[src/hw/rtl/bsplk_pkg.sv]
`timescale 1ns / 1ps

package bsplk_pkg;

  localparam int unsigned TABLE_ENTRIES_DEF = 1024;
  localparam int unsigned MAX_STEPS_DEF     = 64;

  localparam int unsigned CNT_W   = 11;
  localparam int unsigned FIELD_W = 10;
  localparam int unsigned NORM_W  = 16;
  localparam int unsigned COORD_W = 24;
  localparam int unsigned PROD_W  = NORM_W + COORD_W;
  localparam int unsigned ACC_W   = PROD_W + 4;
  localparam int unsigned OFF_SHIFT = 14;

  typedef enum logic [1:0] {
    CMD_SPLIT = 2'd0,
    CMD_LEAF  = 2'd1,
    CMD_QUERY = 2'd2
  } cmd_t;

  typedef enum logic [1:0] {
    ST_DONE  = 2'd0,
    ST_WRITE = 2'd1,
    ST_LIMIT = 2'd2
  } status_t;

  typedef enum logic [1:0] {
    AX_X = 2'd0,
    AX_Y = 2'd1,
    AX_Z = 2'd2
  } axis_t;

  typedef enum logic [2:0] {
    S_IDLE,
    S_CHK,
    S_MX,
    S_MY,
    S_MZ,
    S_CMP,
    S_LEAF,
    S_FIN
  } state_t;

  typedef struct packed {
    logic signed [NORM_W-1:0] z;
    logic signed [NORM_W-1:0] y;
    logic signed [NORM_W-1:0] x;
  } normal_t;

  typedef struct packed {
    logic        [FIELD_W-1:0] leaf_number;
    logic        [FIELD_W-1:0] back_child;
    logic        [FIELD_W-1:0] front_child;
    logic signed [COORD_W-1:0] plane_offset;
  } link_t;

  typedef struct packed {
    logic  start;
    logic  accum;
    axis_t sel;
  } mac_ctl_t;

  // entry index modulo the table depth, one conditional subtract per bit
  function automatic logic [FIELD_W-1:0] wrap_entry(input logic [FIELD_W-1:0] v,
                                                    input int unsigned depth);
    logic [31:0] r;
    logic [31:0] m;
    r = 32'(v);
    for (int k = FIELD_W - 1; k >= 0; k--) begin
      m = depth << k;
      if (r >= m) begin
        r = r - m;
      end
    end
    return r[FIELD_W-1:0];
  endfunction

endpackage

[src/hw/rtl/bsplk_mac.sv]
`timescale 1ns / 1ps

module bsplk_mac (
  input  logic                                 clk,
  input  bsplk_pkg::mac_ctl_t                  ctl,
  input  bsplk_pkg::normal_t                   normal,
  input  logic signed [bsplk_pkg::COORD_W-1:0] plane_offset,
  input  logic signed [bsplk_pkg::COORD_W-1:0] px,
  input  logic signed [bsplk_pkg::COORD_W-1:0] py,
  input  logic signed [bsplk_pkg::COORD_W-1:0] pz,
  output logic                                 in_front
);
  import bsplk_pkg::*;

  logic signed [NORM_W-1:0]  n_sel;
  logic signed [COORD_W-1:0] p_sel;
  logic signed [PROD_W-1:0]  prod_r, prod_nxt;
  logic signed [ACC_W-1:0]   acc_r, acc_nxt;
  logic signed [ACC_W-1:0]   total;

  always_comb begin
    case (ctl.sel)
      AX_X: begin
        n_sel = normal.x;
        p_sel = px;
      end
      AX_Y: begin
        n_sel = normal.y;
        p_sel = py;
      end
      AX_Z: begin
        n_sel = normal.z;
        p_sel = pz;
      end
      default: begin
        n_sel = '0;
        p_sel = '0;
      end
    endcase
  end

  // one shared 16x24 multiplier, product registered before the add
  always_comb begin
    prod_nxt = PROD_W'(n_sel) * PROD_W'(p_sel);
    acc_nxt  = acc_r;
    if (ctl.start) begin
      acc_nxt = -(ACC_W'(plane_offset) <<< OFF_SHIFT);
    end else if (ctl.accum) begin
      acc_nxt = acc_r + ACC_W'(prod_r);
    end
  end

  always_ff @(posedge clk) begin
    prod_r <= prod_nxt;
    acc_r  <= acc_nxt;
  end

  assign total    = acc_r + ACC_W'(prod_r);
  assign in_front = (total > 0);

endmodule

[config.mk]
export PLATFORM = sky130hd
export DESIGN_NAME = bsplk_mac
export DESIGN_NICKNAME = d
export VERILOG_FILES = /design/src/hw/rtl/bsplk_pkg.sv /design/src/hw/rtl/bsplk_mac.sv
export SDC_FILE = /design/constraint.sdc
export NUM_CORES = 1
export LEC_CHECK = 0
export BUFFER_PORTS_ARGS = -buffer_cell sky130_fd_sc_hd__buf_2
export CAP_MARGIN = 20
export CORE_MARGIN = 10
export CORE_UTILIZATION = 29
export DETAILED_ROUTE_END_ITERATION = 12
export MAX_ROUTING_LAYER = met4
export PLACE_DENSITY = 0.45
export SLEW_MARGIN = 20
export SYNTH_ARGS = -nofsm -noshare
export SYNTH_HDL_FRONTEND = slang
export SYNTH_SLANG_ARGS = --single-unit
[constraint.sdc]
create_clock -name clk -period 16.1 [get_ports clk]
set_input_delay 2.415 -clock clk [delete_from_list [all_inputs] [get_ports clk]]
set_output_delay 2.415 -clock clk [all_outputs]
set_load 0.01 [all_outputs]
==> Word-level counts from Yosys, hierarchy flattened <==
Index checks and enable logic that the tools add are counted.
{ "totals": {"out_inout_bits": 1, "elab_cells": 14, "in_bits": 149, "ff_bits": 84} }
{ "op_classes": {"order_cmp": 1, "n_eq_ne": 2, "mul": 1, "n_mux": 4, "n_addsub": 2, "n_reduce_logical": 2} }
{ "ops": {"columns": ["operator", "count"], "rows": [
  ["$mux W44", 2],
  ["$pmux W24 S3", 1],
  ["$pmux W16 S3", 1],
  ["$add A44 B40 Y44", 1],
  ["$gt A44 B1 Y1 const B", 1],
  ["$neg A38 Y44", 1],
  ["$mul A16 B24 Y40", 1],
  ["$eq A2 B1 Y1 const B", 1],
  ["$eq A2 B2 Y1 const B", 1],
  ["$logic_not A2 Y1", 1],
  ["$reduce_bool A2 Y1", 1]
]} }

==> Logic depth before layout (Yosys ltp) <==
{ "depth": {"word_depth": 3, "depth_mapped": 31, "depth_no_buf": 29} }

==> Worst setup path before layout <==
No wires, ideal clock.
{ "synth_path": {"kind": "in2reg", "start": "in ctl[1] (netlist bit)", "end": "reg prod_r[37]", "n_path_buf": 3, "stages": 29, "setup_time_ns": 0.127, "slack_ns": 6.474, "required_time_ns": 15.973, "arrival_ns": 9.499, "cell_sequence": "buf_2 buf_1 buf_1 mux2i_1 o21ai_0 nand2_1 fa_1 inv_1 fa_1 inv_1 fa_1 inv_1 fa_1 fa_1 inv_1 fa_1 inv_1 ha_1 a21o_1 a21o_1 a21o_1 a311oi_1 nand2_1 o21ai_1 a211o_1 nand3_1 a2111oi_0 nor3_1 xor2_1"} }
{ "synth_between": {"elab_chain_len": 3, "elab_cells_between_ends": 6, "cone_classes": "mul: 1; eq/ne: 2; mux: 2; reduce/logical: 1"} }
{ "synth_lines": {"columns": ["item", "line_no", "text"], "rows": [
  ["start, declared", "bsplk_mac.sv:5", "input bsplk_pkg::mac_ctl_t ctl,"],
  ["$eq A2 B2 Y1, or another cell as far along", "bsplk_mac.sv:22", "case (ctl.sel)"],
  ["$pmux W16 S3 / $pmux W24 S3 (equally long branches)", "bsplk_mac.sv:22", null],
  ["$mul A16 B24 Y40 (*)", "bsplk_mac.sv:44", "prod_nxt = PROD_W'(n_sel) * PROD_W'(p_sel);"],
  ["via prod_nxt[37]", "bsplk_mac.sv:17", "logic signed [PROD_W-1:0] prod_r, prod_nxt;"],
  ["end signal, assigned", "bsplk_mac.sv:54", "prod_r <= prod_nxt;"],
  ["end, declared", "bsplk_mac.sv:17", null]
]} }
Mark *: on every way through the listed nets, which the timed path passes. The rest lies on a longest branch.
A chain may end at the register's enable or synchronous reset.

==> Worst setup path in the final report <==
{ "layout_path": {"start": "in ctl[0] (netlist bit)", "end": "reg prod_r[37]"} }
The elaborated chain is that of the path after synthesis.

==> results.txt <==
status -> complete, no violations
slowest CP cell -> inv_1
YS warnings -> 0
sequential area share after synthesis -> 0.105
Max Buffers Root-to-Sink -> 2
wire per inst -> 19.5 microns
#FFs+latches synth -> 84
XOR/XNOR Fraction of Synth Area -> 0.0431
Initial Utilization -> 0.293
Die X -> 284 microns
cell taking the most area after synthesis -> fa_1
Post-synth EDFFs -> 44
Max Slew Vio Count -> 0
CP max FO -> 58
Via density -> 4.78
post-CTS setup buffer count -> 0
Util after Layout -> 0.324
Die Height -> 284 microns
Post-synth ARST share -> 0
non-filler instance count after layout -> 3375
relative slew slack -> 0.232
overall routing resource usage -> 0.172
RSZ-0062 raised after global routing -> no
I/O pin count -> 150
Final TNS setup -> 0 ns
slew of the pin with the lowest slew margin -> 1.15 ns
critical setup path kind -> input port to flip-flop
post-detail-place hpwl -> 55900 microns
P&R area growth vs syn -> 10.6%
CTS H-tree lvls -> 3
Synth area leaders -> fa_1 (37%), ha_1 (8.8%), inv_1 (8.4%)
# port buffers -> 149
Synth Instances -> 2324
Synth top area share -> 0.373
initial DRC count -> 865
Layout Skew -> 0.0107 ns
multiplexer area fraction after synthesis -> 0.0270
placed cells -> 3358
post-layout net count -> 3104
share of layout cells above drive strength 1 -> 0.101
Compound-Gate Fraction of Synth Area -> 0.115
largest family of logic cells by synthesized area -> adder cells
core footprint -> 68700 sq um
largest net degree at the start of global routing -> 59
post-route ant nets -> 0
critical path arrival -> 11.08 ns
Total Wirelength -> 66000 microns
syn nets -> 2990
fmax -> 92.2 MHz
critical path required time -> 16.34 ns
type of the most critical hold path -> flip-flop to flip-flop
Layout fillers -> 7465
Root Buffer -> clkbuf_16
min Tclk post-route -> 10.84 ns
top_reg_cell synth -> edfxtp_1
Routability Congestion -> 0.938
post-route fraction of the period consumed by the critical path -> 0.673
area of the mapped netlist -> 20100 sq um
number of detailed-route iterations in the first pass -> 7
CP max stage delay -> 0.56 ns
CTS tree -> yes
vias in the first global route -> 18200
post-synthesis adder-cell area fraction -> 0.461
Die Area -> 80400 sq um
vias -> 16100
Hold WS -> 0.743 ns
initial antenna violation count -> 1
clk slew on worst S/H paths -> 0.07 ns
Post-Synth Simple-Gate Area -> 0.147
GRT Residual Overflow -> 0
first-pass GRT wire length -> 105000 microns
# resized after CTS -> 0
# DRC -> 0
top-count cell post-synth -> inv_1
Worst R2R Setup Slack -> 12.40 ns
CP endpoint kind -> flip-flop
final setup vio count -> 0
final hold vios -> 0
post-synthesis cell type count -> 84
number of max-cap violations -> 0
cts hold-fix bufs -> 0
Std-Cell Rows -> 96
Critical Path Source Type -> input port
synth cell count leaders -> inv_1 (452), fa_1 (375), nand2_1 (293)
syn_area_per_cell -> 8.67 sq um
Skew-Pair Late Insertion Delay -> 0.36 ns
number of buffers created by CTS -> 9
clock sinks -> 84
-- sequential cells by signal, summed over array words and instances, names as in the netlist --
| name | flops |
|---|---|
| acc_r | 44 |
| prod_r | 40 |
-- layer usage --
metal / share of wire / GRT usage
met1: 0.42 / 0.200
met2: 0.53 / 0.313
met3: 0.034 / 0.0192
met4: 0.022 / 0.0404
met5: 0 / -
-- worst max-delay path, delay by kind of cell --
family | cells | cell delay [ns]
compound gates | 8 | 2.18
buf+inv | 9 | 1.85
xor+xnor | 1 | 0.16
simple gates | 6 | 1.01
fa+ha+maj | 7 | 3.40
-- placed cells by master, fill, tap and decap left out, types with 41 or more instances in the layout --
master / netlist / routed
inv_1: 452 / 452
fa_1: 375 / 375
nand2_1: 293 / 293
nor2_1: 250 / 249
buf_2: 9 / 149
ha_1: 142 / 142
a21oi_1: 92 / 90
o21ai_0: 77 / 71
xnor2_1: 58 / 58
a21o_1: 54 / 54
edfxtp_1: 44 / 44
mux2i_1: 42 / 42
xor2_1: 41 / 41
-- metrics by stage --
step,cell area (sq um),worst slack (ns)
floorplan,20100,6.47
finish,22300,5.26
global route,22300,4.66
global placement,22000,5.03
detailed placement,22000,4.98
CTS,22300,5.35
-- cell families (layout without fill, tap and decap cells) --
| family | after synthesis | in the layout |
|---|---|---|
| and+or+nand+nor | 689 | 689 |
| buffers and inverters | 531 | 650 |
| adders and majority gates | 517 | 517 |
| AOI/OAI and AO/OA | 351 | 351 |
| xor gates and xnor gates | 99 | 99 |
| DFF | 84 | 84 |
| muxes | 53 | 53 |
| other | 0 | 1 |
-- final timing paths --
check                         startpoint                     end  depth (start not counted)
hold reg to reg   acc_r[0]$_SDFFCE_PP0P_  acc_r[0]$_SDFFCE_PP0P_                          2
setup / recovery                  ctl[0]      prod_r[37]$_DFF_P_                         31
setup reg to reg  acc_r[0]$_SDFFCE_PP0P_     acc_r[36]$_DFFE_PP_                         13
hold / removal    acc_r[0]$_SDFFCE_PP0P_  acc_r[0]$_SDFFCE_PP0P_                          2
-- area by class of cell --
cell class / count / area (sq um) / area share
Clock inverter: 7 / 93.8 / 0.00421
Timing Repair Buffer: 181 / 986 / 0.0442
Clock buffer: 9 / 225 / 0.0101
Tap cell: 931 / 1160 / 0.0523
Antenna cell: 1 / 2.50 / 0.000112
Inverter: 453 / 1700 / 0.0763
Multi-Input combinational cell: 1709 / 16000 / 0.717
Sequential cell: 84 / 2120 / 0.0952
Power is left out: the tool's default activity adds up to more than one toggle a clock period on the data nets, which glitch-free logic cannot reach.
